File: src/rtl/aoc_pkg.sv
// Shared types, constants and saturation helper for the accelerometer offset calibration block
`timescale 1ns / 1ps
package aoc_pkg;

	localparam int CAL_SAMPLES_LOG2_DEF = 9;
	localparam int SAMPLE_W = 16;
	localparam int ONE_G_W = 14;
	localparam logic [ONE_G_W-1:0] ONE_G_RESET = 14'd255;

	// run position of the beat being accepted
	typedef struct packed {
		logic cal;
		logic first;
		logic last;
	} aoc_ctl_t;

	// clamp an 18-bit signed value to 16 bits
	function automatic logic signed [SAMPLE_W-1:0] sat16(input logic signed [17:0] v);
		logic signed [SAMPLE_W-1:0] r;
		if (v > 18'sd32767) begin
			r = 16'sh7FFF;
		end else if (v < -18'sd32768) begin
			r = 16'sh8000;
		end else begin
			r = v[SAMPLE_W-1:0];
		end
		return r;
	endfunction

endpackage

File: src/rtl/aoc_seq.sv
// Calibration run sequencer: counts samples left in the run and flags first and last
`timescale 1ns / 1ps
module aoc_seq #(
	parameter int CAL_SAMPLES_LOG2 = aoc_pkg::CAL_SAMPLES_LOG2_DEF
) (
	input  logic             clk,
	input  logic             arst_n,
	input  logic             accept,
	input  logic             start,
	output aoc_pkg::aoc_ctl_t ctl
);
	import aoc_pkg::*;

	localparam int CW = CAL_SAMPLES_LOG2 + 1;
	localparam logic [CW-1:0] FULL = CW'(1) << CAL_SAMPLES_LOG2;

	logic [CW-1:0] left_q;
	logic [CW-1:0] eff;

	// restart the run on a start flag
	always_comb begin
		eff = start ? FULL : left_q;
		ctl.cal = (eff != '0);
		ctl.first = (eff == FULL);
		ctl.last = (eff == CW'(1));
	end

	// count down once per accepted beat while a run is on
	always_ff @(posedge clk or negedge arst_n) begin
		if (!arst_n) begin
			left_q <= FULL;
		end else if (accept) begin
			left_q <= ctl.cal ? eff - CW'(1) : eff;
		end
	end

endmodule

File: src/rtl/aoc_lane.sv
// One axis lane: running sum, offset register and corrected output register
`timescale 1ns / 1ps
module aoc_lane #(
	parameter int CAL_SAMPLES_LOG2 = aoc_pkg::CAL_SAMPLES_LOG2_DEF
) (
	input  logic                                   clk,
	input  logic                                   arst_n,
	input  logic                                   adv_in,
	input  logic                                   adv_out,
	input  aoc_pkg::aoc_ctl_t                      ctl_in,
	input  aoc_pkg::aoc_ctl_t                      ctl_s1,
	input  logic signed [aoc_pkg::SAMPLE_W-1:0]    sample,
	input  logic [aoc_pkg::ONE_G_W-1:0]            trim,
	output logic signed [aoc_pkg::SAMPLE_W-1:0]    corrected_s2
);
	import aoc_pkg::*;

	localparam int SW = SAMPLE_W + CAL_SAMPLES_LOG2;
	localparam logic signed [SW:0] HALF = (SW+1)'(1) << (CAL_SAMPLES_LOG2 - 1);

	logic signed [SW-1:0]       sum_q;
	logic signed [SAMPLE_W-1:0] sample_s1;
	logic signed [SAMPLE_W-1:0] offset_q;

	logic signed [SW:0]         rounded;
	logic signed [SW:0]         shifted;
	logic signed [17:0]         avg_trim;
	logic signed [SAMPLE_W-1:0] new_offset;
	logic signed [SAMPLE_W-1:0] result;

	// accumulate; restart from the sample on the first beat of a run
	always_ff @(posedge clk or negedge arst_n) begin
		if (!arst_n) begin
			sum_q <= '0;
		end else if (adv_in && ctl_in.cal) begin
			if (ctl_in.first) begin
				sum_q <= SW'(sample);
			end else begin
				sum_q <= sum_q + SW'(sample);
			end
		end
	end

	// hold the sample for the output stage
	always_ff @(posedge clk) begin
		if (adv_in) begin
			sample_s1 <= sample;
		end
	end

	// rounded average minus trim, then the output value
	always_comb begin
		rounded = {sum_q[SW-1], sum_q} + HALF;
		shifted = rounded >>> CAL_SAMPLES_LOG2;
		avg_trim = {shifted[16], shifted[16:0]} - $signed({4'b0, trim});
		new_offset = sat16(avg_trim);
		if (!ctl_s1.cal) begin
			result = sat16(18'(sample_s1) - 18'(offset_q));
		end else if (ctl_s1.last) begin
			result = sat16(-18'(new_offset));
		end else begin
			result = '0;
		end
	end

	// offsets read as zero during a run and take the rounded average minus trim on its last beat
	always_ff @(posedge clk or negedge arst_n) begin
		if (!arst_n) begin
			offset_q <= '0;
		end else if (adv_out && ctl_s1.cal) begin
			offset_q <= ctl_s1.last ? new_offset : '0;
		end
	end

	always_ff @(posedge clk) begin
		if (adv_out) begin
			corrected_s2 <= result;
		end
	end

endmodule

File: src/rtl/accel_offset_calibration_unit.sv
// Top level: stream ports, one_g register, sequencer, three axis lanes and output merge
`timescale 1ns / 1ps
// Accelerometer zero-offset calibration.
// Slave stream: one oriented three-axis sample per beat; tuser set restarts a
// calibration run of 2^CAL_SAMPLES_LOG2 samples with that beat.
// Master stream: one beat per input beat, in order, holding each axis minus
// its offset saturated to 16 bits, with tuser set while the beat belonged to
// a run. Run beats output zero, except the last, which outputs the negated
// new offsets.
// Configuration: cfg_we writes one_g (counts per g, taken off the Z offset)
// at any clock edge; write it only while the block is idle.
// Each input beat passes through one stage for the running sums and the run
// counter, then one for offset and correction into the output register.
// Throughput is one beat per cycle unless the receiver stalls; each axis has
// its own lane of adders, so the three axes run side by side.
// Reset starts a calibration run and sets one_g to 255. When the receiver
// stalls the output register holds its beat, the middle stage fills, and
// s_axis_tready then drops until the output beat is taken.
module accel_offset_calibration_unit #(
	parameter int CAL_SAMPLES_LOG2 = aoc_pkg::CAL_SAMPLES_LOG2_DEF
) (
	input  logic                         clk,
	input  logic                         arst_n,
	input  logic                         s_axis_tvalid,
	output logic                         s_axis_tready,
	input  logic [47:0]                  s_axis_tdata,  // accel_x, accel_y, accel_z
	input  logic                         s_axis_tuser,  // start_calibration
	output logic                         m_axis_tvalid,
	input  logic                         m_axis_tready,
	output logic [47:0]                  m_axis_tdata,  // corrected_x, corrected_y, corrected_z
	output logic                         m_axis_tuser,  // calibrating
	input  logic                         cfg_we,
	input  logic [aoc_pkg::ONE_G_W-1:0]  cfg_wdata
);
	import aoc_pkg::*;

	logic [ONE_G_W-1:0] one_g_q;
	logic               valid_s1;
	logic               valid_s2;
	aoc_ctl_t           ctl_in;
	aoc_ctl_t           ctl_s1;
	logic               cal_s2;
	logic               adv_out;
	logic               adv_in;
	logic signed [SAMPLE_W-1:0] corr_x;
	logic signed [SAMPLE_W-1:0] corr_y;
	logic signed [SAMPLE_W-1:0] corr_z;

	// advance when the stage ahead is free or moving
	assign adv_out = valid_s1 && (!valid_s2 || m_axis_tready);
	assign s_axis_tready = !valid_s1 || !valid_s2 || m_axis_tready;
	assign adv_in = s_axis_tvalid && s_axis_tready;

	always_ff @(posedge clk or negedge arst_n) begin
		if (!arst_n) begin
			one_g_q <= ONE_G_RESET;
		end else if (cfg_we) begin
			one_g_q <= cfg_wdata;
		end
	end

	// stage valids
	always_ff @(posedge clk or negedge arst_n) begin
		if (!arst_n) begin
			valid_s1 <= 1'b0;
			valid_s2 <= 1'b0;
		end else begin
			if (adv_in) begin
				valid_s1 <= 1'b1;
			end else if (adv_out) begin
				valid_s1 <= 1'b0;
			end
			if (adv_out) begin
				valid_s2 <= 1'b1;
			end else if (m_axis_tready) begin
				valid_s2 <= 1'b0;
			end
		end
	end

	always_ff @(posedge clk) begin
		if (adv_in) begin
			ctl_s1 <= ctl_in;
		end
		if (adv_out) begin
			cal_s2 <= ctl_s1.cal;
		end
	end

	aoc_seq #(.CAL_SAMPLES_LOG2(CAL_SAMPLES_LOG2)) u_seq (
		.clk    (clk),
		.arst_n (arst_n),
		.accept (adv_in),
		.start  (s_axis_tuser),
		.ctl    (ctl_in)
	);

	aoc_lane #(.CAL_SAMPLES_LOG2(CAL_SAMPLES_LOG2)) u_lane_x (
		.clk          (clk),
		.arst_n       (arst_n),
		.adv_in       (adv_in),
		.adv_out      (adv_out),
		.ctl_in       (ctl_in),
		.ctl_s1       (ctl_s1),
		.sample       (s_axis_tdata[15:0]),
		.trim         ('0),
		.corrected_s2 (corr_x)
	);

	aoc_lane #(.CAL_SAMPLES_LOG2(CAL_SAMPLES_LOG2)) u_lane_y (
		.clk          (clk),
		.arst_n       (arst_n),
		.adv_in       (adv_in),
		.adv_out      (adv_out),
		.ctl_in       (ctl_in),
		.ctl_s1       (ctl_s1),
		.sample       (s_axis_tdata[31:16]),
		.trim         ('0),
		.corrected_s2 (corr_y)
	);

	aoc_lane #(.CAL_SAMPLES_LOG2(CAL_SAMPLES_LOG2)) u_lane_z (
		.clk          (clk),
		.arst_n       (arst_n),
		.adv_in       (adv_in),
		.adv_out      (adv_out),
		.ctl_in       (ctl_in),
		.ctl_s1       (ctl_s1),
		.sample       (s_axis_tdata[47:32]),
		.trim         (one_g_q),
		.corrected_s2 (corr_z)
	);

	// merge the lanes into the output beat
	assign m_axis_tvalid = valid_s2;
	assign m_axis_tdata = {corr_z, corr_y, corr_x};
	assign m_axis_tuser = cal_s2;

endmodule
File: config.mk
export PLATFORM = sky130hd
export DESIGN_NAME = accel_offset_calibration_unit
export DESIGN_NICKNAME = d
export VERILOG_FILES = /design/src/rtl/aoc_pkg.sv /design/src/rtl/aoc_seq.sv /design/src/rtl/aoc_lane.sv /design/src/rtl/accel_offset_calibration_unit.sv
export SDC_FILE = /design/constraint.sdc
export NUM_CORES = 1
export LEC_CHECK = 0
export ABC_AREA = 1
export ABC_CLOCK_PERIOD_IN_PS = 11900
export BUFFER_PORTS_ARGS = -buffer_cell sky130_fd_sc_hd__buf_4
export CORE_MARGIN = 5
export CORE_UTILIZATION = 68
export DETAILED_ROUTE_END_ITERATION = 10
export PLACE_DENSITY_LB_ADDON = 0.2
export SKIP_CTS_REPAIR_TIMING = 1
export SYNTH_ARGS = -nofsm -noshare
export SYNTH_HDL_FRONTEND = slang
export SYNTH_SLANG_ARGS = --single-unit
File: constraint.sdc
create_clock -name clk -period 11.9 [get_ports clk]
set_clock_uncertainty 0.1 [all_clocks]
set_input_delay 0.595 -clock clk [delete_from_list [all_inputs] [get_ports clk]]
set_output_delay 0.595 -clock clk [all_outputs]
set_load 0.02 [all_outputs]
== After elaboration in Yosys (flattened, before gate mapping) ==
Cells that the tools add are included.
Storage, ports and cells
  output and inout port bits: 51
  bits in registers: 248
  logic and storage cells: 101
Cells by class
  magnitude comparators: 18
  reductions and logical operators: 12
  add/subtract/negate cells: 14
  multiplexer cells: 36
  equal/unequal tests: 2
Operators with widths (count)
  16-bit 2-to-1 mux: 27
  18-bit by 16-bit > comparator with 1-bit output, second input constant: 7
  18-bit by 16-bit < comparator with 1-bit output, second input constant: 7
  25-bit by 10-bit adder with 26-bit output, second input constant: 3
  25-bit by 16-bit adder with 25-bit output: 3
  25-bit 2-to-1 mux: 3
  16-bit negation with 18-bit output: 3
  16-bit by 16-bit subtractor with 17-bit output: 3
  17-bit by 16-bit > comparator with 1-bit output, second input constant: 2
  17-bit by 16-bit < comparator with 1-bit output, second input constant: 2
  10-bit 2-to-1 mux: 2
  17-bit by 15-bit subtractor with 18-bit output: 1
  10-bit by 1-bit equality test with 1-bit output, second input constant: 1
  10-bit equality test, second input constant: 1
  10-bit nonzero test: 1
  10-bit by 1-bit subtractor with 10-bit output, second input constant: 1
  1-bit logical AND: 4
  1-bit 2-to-1 mux: 4
  2-bit nonzero test: 2
  1-bit logical OR: 3
  1-bit zero test: 2

== Depth between registers and ports, before layout ==
Gate-level depths: netlist of the first run.
  word-level depth: 11
  depth in mapped cells: 35
  gate-level depth less buffers: 35

== By module ==
From an unflattened synthesis of the first run, not the netlist that was laid out.
Second synthesis, totals
  cell total of the unflattened synthesis: 2983
  area total of the unflattened synthesis: 22012.4 µm²
By module, submodules not included
  aoc_lane at u_lane_y: times used 1, area an instance 6930.4 µm², sequential area each 1986.9 µm², cells each 936
  aoc_lane at u_lane_z: times used 1, area an instance 6776.5 µm², sequential area each 1986.9 µm², cells each 932
  aoc_lane at u_lane_x: times used 1, area an instance 6690.2 µm², sequential area each 1986.9 µm², cells each 918
  accel_offset_calibration_unit: times used 1, area an instance 813.3 µm², sequential area each 530.5 µm², cells each 77
  aoc_seq: times used 1, area an instance 802.0 µm², sequential area each 251.5 µm², cells each 120

== Worst setup path after synthesis of the first run ==
No wires, ideal clock.
  path type: input to register
  start point: in m_axis_tready
  end point: reg u_lane_x.sum_q[15]
  cell stages on the path: 8
  path buffers: 1
  data required time: 11.650 ns
  data arrival time: 4.435 ns
  slack: 7.215 ns
  cells stage by stage: inv_1 nand2_1 nor2_1 nor2_1 nand2_1 clkbuf_1 a21oi_1 a22oi_1
On the way
  longest elaborated chain between the ends: 3
RTL lines
  start, declared: RTL line accel_offset_calibration_unit.sv:29  | input logic m_axis_tready,
  1-bit logical OR: RTL line accel_offset_calibration_unit.sv:51  | assign s_axis_tready = !valid_s1 || !valid_s2 || m_axis_tready;
  1-bit logical AND: RTL line accel_offset_calibration_unit.sv:52  | assign adv_in = s_axis_tvalid && s_axis_tready;
  via adv_in: RTL line accel_offset_calibration_unit.sv:44  | logic adv_in;
  1-bit logical AND: RTL line aoc_lane.sv:35  | end else if (adv_in && ctl_in.cal) begin
  end signal, assigned: RTL line aoc_lane.sv:37  | sum_q <= SW'(sample);
  end signal, assigned: RTL line aoc_lane.sv:39  | sum_q <= sum_q + SW'(sample);
  end, declared: RTL line aoc_lane.sv:21  | logic signed [SW-1:0] sum_q;
The timed path passes the listed nets, and every way through them passes these cells.
A chain may end at the register's enable or synchronous reset.

== Worst setup path after layout of the first run ==
  start point: reg u_lane_z.sum_q[9]
  end point: reg u_lane_z.corrected_s2[11] (netlist name) (data pin)
On the way
  longest elaborated chain between the ends: 11
  elaborated cells between the ends (all ways): 13
  classes of those cells: add/sub (3); order compare (4); mux (6)
RTL lines
  start, declared: RTL line aoc_lane.sv:21
  start signal, assigned: RTL line aoc_lane.sv:37
  start signal, assigned: RTL line aoc_lane.sv:39
  25-bit by 10-bit adder with 26-bit output *: RTL line aoc_lane.sv:53  | rounded = {sum_q[SW-1], sum_q} + HALF;
  17-bit by 15-bit subtractor with 18-bit output *: RTL line aoc_lane.sv:55  | avg_trim = {shifted[16], shifted[16:0]} - $signed({4'b0, trim});
  18-bit by 16-bit < comparator with 1-bit output: RTL line aoc_pkg.sv:22  | end else if (v < -18'sd32768) begin
  16-bit 2-to-1 mux: RTL line aoc_pkg.sv:22
  16-bit 2-to-1 mux *: RTL line aoc_pkg.sv:20  | if (v > 18'sd32767) begin
  16-bit negation with 18-bit output *: RTL line aoc_lane.sv:60  | result = sat16(-18'(new_offset));
  18-bit by 16-bit < comparator with 1-bit output: RTL line aoc_pkg.sv:22
  16-bit 2-to-1 mux: RTL line aoc_pkg.sv:22
  16-bit 2-to-1 mux *: RTL line aoc_pkg.sv:20
  16-bit 2-to-1 mux *: RTL line aoc_lane.sv:59  | end else if (ctl_s1.last) begin
  16-bit 2-to-1 mux *: RTL line aoc_lane.sv:57  | if (!ctl_s1.cal) begin
  via u_lane_z.result[11]: RTL line aoc_lane.sv:29  | logic signed [SAMPLE_W-1:0] result;
  end signal, assigned: RTL line aoc_lane.sv:77  | corrected_s2 <= result;
  end, declared: RTL line aoc_lane.sv:14  | output logic signed [aoc_pkg::SAMPLE_W-1:0] corrected_s2
The timed path passes the listed nets; every way through them passes the cells marked *.

==> results of run 1 <==
==> routing by layer <==
layer,global-route usage [%],routed length (um)
met5,0,0
met4,12.41,2187
met3,4.666,4340
met2,58.85,26150
met1,44.25,22140
==> cell type report <==
| class | count | area share [%] |
|---|---|---|
| Antenna cell | 1 | 0.01172 |
| Clock buffer | 39 | 3.914 |
| Clock inverter | 14 | 0.6855 |
| Inverter | 330 | 5.800 |
| Multi-Input combinational cell | 1936 | 51.46 |
| Sequential cell | 248 | 31.43 |
| Tap cell | 378 | 2.215 |
| Timing Repair Buffer | 127 | 4.482 |
==> critical path, delay by kind of cell, from the launching register on <==
family | cells | cell delay (ps)
DFF | 1 | 450
and+or+nand+nor | 24 | 3000
adders and majority gates | 3 | 750
xor gates and xnor gates | 1 | 170
buffers and inverters | 2 | 190
==> kinds of logic after synthesis <==
| group | Yosys count | share of synthesized area [%] |
|---|---|---|
| DFF | 248 | 35.01 |
| adders and majority gates | 152 | 10.19 |
| and+or+nand+nor | 1116 | 25.00 |
| buffers and inverters | 387 | 7.791 |
| AOI/OAI and AO/OA | 527 | 15.56 |
| muxes | 1 | 0.05872 |
| xor gates and xnor gates | 140 | 6.394 |
==> stage by stage <==
step                      area, sq um  power, mW  util, %  instances
after floorplan                 19180      4.164        -       2571
after global placement          20370      4.957    73.32       3019
after detailed placement        20370      5.082    73.32       3019
after CTS                       21350      6.040    76.86       3072
after global routing            21350      6.621    76.86       3072
final                           21360      6.125    76.87       3073
==> worst min-delay path by stage <==
stage	start	endpoint	slack (ps)	cells after the start
finish	arst_n	u_lane_z.offset_q[12]$_DFFE_PN0P_	100	1
global route	s_axis_tdata[42]	u_lane_z.sample_s1[10]$_DFFE_PP_	130	1
CTS	s_axis_tdata[42]	u_lane_z.sample_s1[10]$_DFFE_PP_	130	1
detailed placement	valid_s1$_DFFE_PN0P_	m_axis_tvalid$_DFFE_PN0P_	370	2
global placement	u_lane_x.sum_q[3]$_DFFE_PN0P_	u_lane_x.sum_q[3]$_DFFE_PN0P_	370	2
floorplan	arst_n	m_axis_tvalid$_DFFE_PN0P_	200	0
==> power breakdown <==
group / total [mW] / switching (mW) / internal (mW) / leakage (nW)
logic: 3.81 / 2.50 / 1.31 / 7.36
registers: 1.40 / 0.215 / 1.19 / 2.76
clock network: 0.918 / 0.363 / 0.555 / 0.487
==> layout by cell type (no fill, tap or decap), types with 21 or more instances in the layout <==
cell       Yosys  routed
edfxtp_1      99      99
inv_2         20      21
nor2_1       152     149
o21ai_0      176     176
nand4_1       30      30
or2_2         22      22
o22ai_1       41      41
nor3_1        33      33
xnor2_1       25      25
inv_1        308     307
buf_4          1     126
nand2_1      667     666
ha_1         145     145
clkbuf_16      0      31
xor2_1       115     115
a21oi_1      198     198
nand3_1      144     144
dfrtp_1      140     140
==> synth_stat cells (16+ instances only) <==
library cell  number  area [sq um]
dfrtp_1          140          3503
edfxtp_1          99          2973
o211ai_1          17         127.6
a21oi_1          198         991.0
or2_2             22         137.6
o21ai_0          176         880.8
nor3_1            33         165.2
inv_1            308          1156
nand4_1           30         187.7
nor2_1           152         570.6
nand2_1          667          2504
xor2_1           115          1007
nand2_2           16         100.1
o21bai_1          17         127.6
nand3_1          144         720.7
xnor2_1           25         219.0
inv_2             20         75.07
clkbuf_1          45         168.9
ha_1             145          1814
o22ai_1           41         256.5
a22oi_1           17         127.6
==> impl_results.md, run 1 <==
- Unique cell type count in the Yosys netlist: 58
- Initial Util: 69.02%
- LEAKAGE: 10.60 nW
- Footprint of the multi-input gates: 10990 sq um
- Longest Clk Path Bufs: 3
- Leading register cell type out of synthesis: dfrtp_1
- Setup crit end: u_lane_z.corrected_s2[11]$_DFFE_PP_
- Num ports: 119
- Post-route DRC: 0
- Critical-path top delay cell: dfrtp_1
- Syn_nets: 2791
- Synth-to-layout area growth: 11.37%
- Max_cap viols: 0
- Startpoint types: flip-flop
- Post-Syn Area: 19180 sq um
- Final hold slack: 104.7 ps
- Wire per inst: 17.84 um
- HP Class: input pin to async pin
- Full die area: 31660 sq um
- Sink Count: 248
- Filler Cell Count: 2132
- Vias/cell: 6.007
- Worst-Skew Late Latency: 550 ps
- Layout cells sized above 1: 10.50%
- Reg2Reg Setup Slack: 7000 ps
- Port bufs: 118
- First-pass GRT wire length: 88110 um
- Placer Congestion: 0.9594
- Reg-to-reg critical path endpoint: u_lane_z.corrected_s2[11]$_DFFE_PP_
- Initial antenna violation count: 0
- Largest regs: u_lane_x.sum_q: 25 flops, u_lane_y.sum_q: 25 flops, u_lane_z.sum_q: 25 flops
- Delay of the slowest critical-path stage: 450 ps
- Rows: 61
- Post-DP HPWL: 40490 um
- Vias in the first global route: 17876
- Worst slew pin tran: 1287 ps
- Largest net degree at the start of global routing: 104
- Crit share post-route: 41.18%
- Nets: 2892
- Htree depth: 1
- CTS tree: built
- Worst r2r src: u_lane_z.sum_q[9]$_DFFE_PN0P_
- Yosys warns: 0
- Die Ht: 177.9 um
- Seq. cell area: 6713 sq um
- Mean Syn Cell Area: 7.459 sq um
- Power per cell area: 286.8 nW/um^2
- Tot GR Track Use: 34.23%
- Pre-CTS setup slack: 7141 ps
- Setup violations, final: 0
- CP most frequent cell: nand2_1
- Syn Inst Count: 2571
- Vias: 18458
- Crit. End Element: flip-flop
- Fmax: 204.1 MHz
- Seq/Total Area, Yosys: 35.01%
- Total CTS buffers: 29
- Die X: 177.9 um
- Critical path launch point: u_lane_z.sum_q[9]$_DFFE_PN0P_
- Worst Path Class, Setup: flip-flop to flip-flop
- Status: completed
- Worst vdd ir: 0.0001606 V
- Max FO, Critical Path: 16
- R2R cell count: 30
- Req. time, crit path: 12100 ps
- Fin. max-slew vios: 0
- Number of flops mapped to enable cells by yosys: 99
- Hold Violations, Final: 0
- Min Tclk post-route: 4900 ps
- Gr ovfl total: 0
- Relative slew slack: 13.97%
- Routed Antenna Nets: 0
- Fraction of registers with async set/reset: 60.08%
- Setup TNS: 0 ps
- Drt first pass iters: 7
- Final setup margin: 7000 ps
- RSZ-0062 raised after global routing: no
- Routed wire length: 54820 um
- Arrival @ worst endpoint: 5100 ps
- Clk slew on worst S/H paths: 60 ps
- CTS root buf: clkbuf_16
- Core area: 27780 sq um
- DR iter-0 viols: 1930
- Register bit total from synthesis: 248
(Power assumes the default switching activity.)
==> inputs of run 2 (changes only) <==
--- a/config.mk
+++ b/config.mk
@@ -5,11 +5,11 @@
 export SDC_FILE = /design/constraint.sdc
 export NUM_CORES = 1
 export LEC_CHECK = 0
-export ABC_AREA = 1
-export ABC_CLOCK_PERIOD_IN_PS = 11900
+export ABC_AREA = 0
+export ABC_CLOCK_PERIOD_IN_PS = 4400
 export BUFFER_PORTS_ARGS = -buffer_cell sky130_fd_sc_hd__buf_4
 export CORE_MARGIN = 5
-export CORE_UTILIZATION = 68
+export CORE_UTILIZATION = 57
 export DETAILED_ROUTE_END_ITERATION = 10
 export PLACE_DENSITY_LB_ADDON = 0.2
 export SKIP_CTS_REPAIR_TIMING = 1
==> constraint.sdc (replaced) <==
create_clock -name clk -period 4.4 [get_ports clk]
set_clock_uncertainty 0.1 [all_clocks]
set_input_delay 0.22 -clock clk [delete_from_list [all_inputs] [get_ports clk]]
set_output_delay 0.22 -clock clk [all_outputs]
set_load 0.02 [all_outputs]
==> run 2 against run 1 <==
Effect of this change:
- the run now ends with negative hold slack, negative setup slack left
- via count rose by 1.4%
- sequential share of layout area fell by 3.4 points
- sequential power increased to 2.7 times the previous value
- worst hold slack worse by 110 ps
- critical path type unchanged
- critical endpoint is now u_lane_z.corrected_s2[14]$_DFFE_PP_
==> impl_results.md, run 2 <==
- Die X: 194.7 um
- Worst r2r src: u_lane_z.sum_q[9]$_DFFE_PN0P_
- Final Total Pwr: 17.55 mW
- Synth Area in Compound Gates: 23.94%
- Worst Path Class, Setup: flip-flop to flip-flop
- Tot GR Track Use: 29.66%
- Core area: 33620 sq um
- Largest net degree at the start of global routing: 70
- Fmax: 207.2 MHz
- Status: finished with violations
- Wire per inst: 19.40 um
- Number of flops mapped to enable cells by yosys: 99
- Commonest non-fill, non-tap cells in the layout: buf_4, nand2_1, o21ai_0, nor2_1, a21oi_1
- Total CTS buffers: 30
- Req. time, crit path: 4760 ps
- Yosys warns: 0
- Most frequent cell after synthesis: nand2_1
- LEAKAGE: 10.22 nW
- CTS root buf: clkbuf_16
- Leading area contributor after synthesis: dfrtp_1
- Core Util, Final: 71.30%
- Mux share of post-synthesis cell area: 0.7983%
- Layout cells sized above 1: 15.94%
- Post-synth top cells: nand2_1, o21ai_0, nor2_1
- Vias/cell: 6.069
- Port bufs: 118
- Largest regs: u_lane_x.sum_q: 25 flops, u_lane_y.sum_q: 25 flops, u_lane_z.sum_q: 25 flops
- Routed Antenna Nets: 0
- RSZ-0062 raised after global routing: yes
- Crit share post-route: 109.7%
- Die Ht: 194.7 um
- Relative slew slack: 33.22%
- DR iter-0 viols: 1443
- Worst-Skew Late Latency: 590 ps
- Min Tclk post-route: 4825 ps
- Filler Cell Count: 2583
- Worst vdd ir: 0.0004194 V
- Cell Area, Placed: 21790 sq um
- Final Instance Count excl. Fillers: 3083
- Syn Inst Count: 2296
- Critical path launch point: u_lane_z.sum_q[9]$_DFFE_PN0P_
- Post-route DRC: 0
- Initial antenna violation count: 0
- Synth top area cells: dfrtp_1, edfxtp_1, ha_1
- Setup violations, final: 15
- Initial Util: 57.81%
- Syn_nets: 2516
- Commonest non-fill, non-tap cell in the layout: buf_4
- Mean Syn Cell Area: 8.465 sq um
- Seq/Total Area, Yosys: 34.54%
- Clk slew on worst S/H paths: 60 ps
- Fin. max-slew vios: 0
- Final hold slack: -5.205 ps
- Startpoint types: flip-flop
- Gr ovfl total: 0
- Post-Syn Area: 19430 sq um
- Vias in the first global route: 17673
- Nets: 2831
- Final Cell Area: 23970 sq um
- Critical-path top delay cell: a2111o_1
- Max_cap viols: 0
- Post-DP HPWL: 44180 um
- Delay of the slowest critical-path stage: 400 ps
- Failing checks: negative hold slack, negative setup slack
- Unique cell type count in the Yosys netlist: 101
- HP Class: input pin to flip-flop
- Sink Count: 248
- Rows: 67
- Vias: 18711
- Htree depth: 1
- Largest family of logic cells by synthesized area: compound AO/OA/AOI/OAI gates
- Leading register cell type out of synthesis: dfrtp_1
- Hold path start: cfg_we
- DP Cell Count: 2926
- Synth-to-layout area growth: 23.33%
- Final setup margin: -425.3 ps
- Fraction of registers with async set/reset: 60.08%
- Drt first pass iters: 7
- Max FO, Critical Path: 6
- Routed wire length: 59800 um
- Power per cell area: 732.4 nW/um^2
- # diodes: 0
- CTS tree: built
- Placer Congestion: 0.9244
- Num ports: 119
- Cell Chain, Critical Path: ha_2 > and4_4 > and2_4 > nand2_4 > xnor2_1 > ha_1 > buf_4 > nand2_1 > nor4_4 > o31ai_2 > a21o_1 > or3_4 > nand2_4 > a21oi_4 > inv_2 > ha_4 > inv_2 > nor2_2 > nand4b_1 > or3_4 > nor3_4 > o211ai_1 > a2111o_1 > nand3_2
- Worst slew pin tran: 999.3 ps
- Post-Synth XOR/XNOR Area: 6.934%
- Simple-Gate Fraction of Synth Area: 19.23%
- Full die area: 37890 sq um
- Hold Violations, Final: 1
- Adder-cell share of the synthesized area: 10.06%
- First-pass GRT wire length: 93050 um
- Yosys top cell area share: 18.03%
- Arrival @ worst endpoint: 5190 ps
- Register bit total from synthesis: 248
- Crit. End Element: flip-flop
- Longest Clk Path Bufs: 3
## run 2: per-layer routing
layer | part of all wire (%) | GRT usage [%] | up-vias
li1 | - | - | 9004
met1 | 43 | 40.09 | 8952
met2 | 47 | 49.11 | 622
met3 | 6.1 | 4.692 | 133
met4 | 3.6 | 9.609 | 0
met5 | 0 | 0 | -
## run 2: area by class of cell
cell class | count | area [sq um] | area share, %
multi-input cells | 1824 | 12110 | 50.50
flip-flops and latches | 248 | 6713 | 28.01
repair buffers | 371 | 3032 | 12.65
clock buffers | 40 | 828.3 | 3.456
well taps | 448 | 560.5 | 2.339
inverters | 136 | 510.5 | 2.130
clock inverters | 16 | 220.2 | 0.9187
## run 2: per-stage QoR
step,setup slack [ps],hold slack [ps],setup TNS (ps)
2_1_floorplan,-562.8,-175.6,-6554
3_3_place_gp,-447.9,157.2,-5799
3_5_place_dp,-582.5,168.1,-7840
4_1_cts,-611.4,-453.3,-8111
5_1_grt,-676.3,11.46,-9108
6_report,-425.3,-5.205,-5111
## run 2: power by group
part | total [mW] | switching (mW) | internal (mW)
Sequential | 3.81 | 0.608 | 3.20
Combinational | 11.1 | 6.28 | 4.81
Clock | 2.66 | 1.05 | 1.61
## run 2: logic make-up after synthesis
kind of cell             after synthesis
AND/OR/NAND/NOR                      775
AO/OA/AOI/OAI                        729
flip-flops                           248
buffers and inverters                224
XOR/XNOR                             153
adder cells (fa/ha/maj)              152
multiplexers                          15
## run 2: final timing paths
check	end	slack (ps)	cells after the start
max	u_lane_z.corrected_s2[14]$_DFFE_PP_	-430	24
min	one_g_q[0]$_DFFE_PN1P_	-5	2
max reg2reg	u_lane_z.corrected_s2[14]$_DFFE_PP_	-430	24
min reg2reg	u_lane_z.offset_q[14]$_DFFE_PN0P_	370	2
max in group asynchronous	u_lane_y.offset_q[14]$_DFFE_PN0P_	3010	3
min in group asynchronous	u_lane_z.sum_q[3]$_DFFE_PN0P_	80	2
## run 2: critical path: cells and delay by family, from the launching register on
family | cells | cell delay [ps]
AOI/OAI and AO/OA | 5 | 870
xor gates and xnor gates | 1 | 140
adders and majority gates | 3 | 640
buffers and inverters | 3 | 260
DFF | 1 | 370
and+or+nand+nor | 12 | 2320
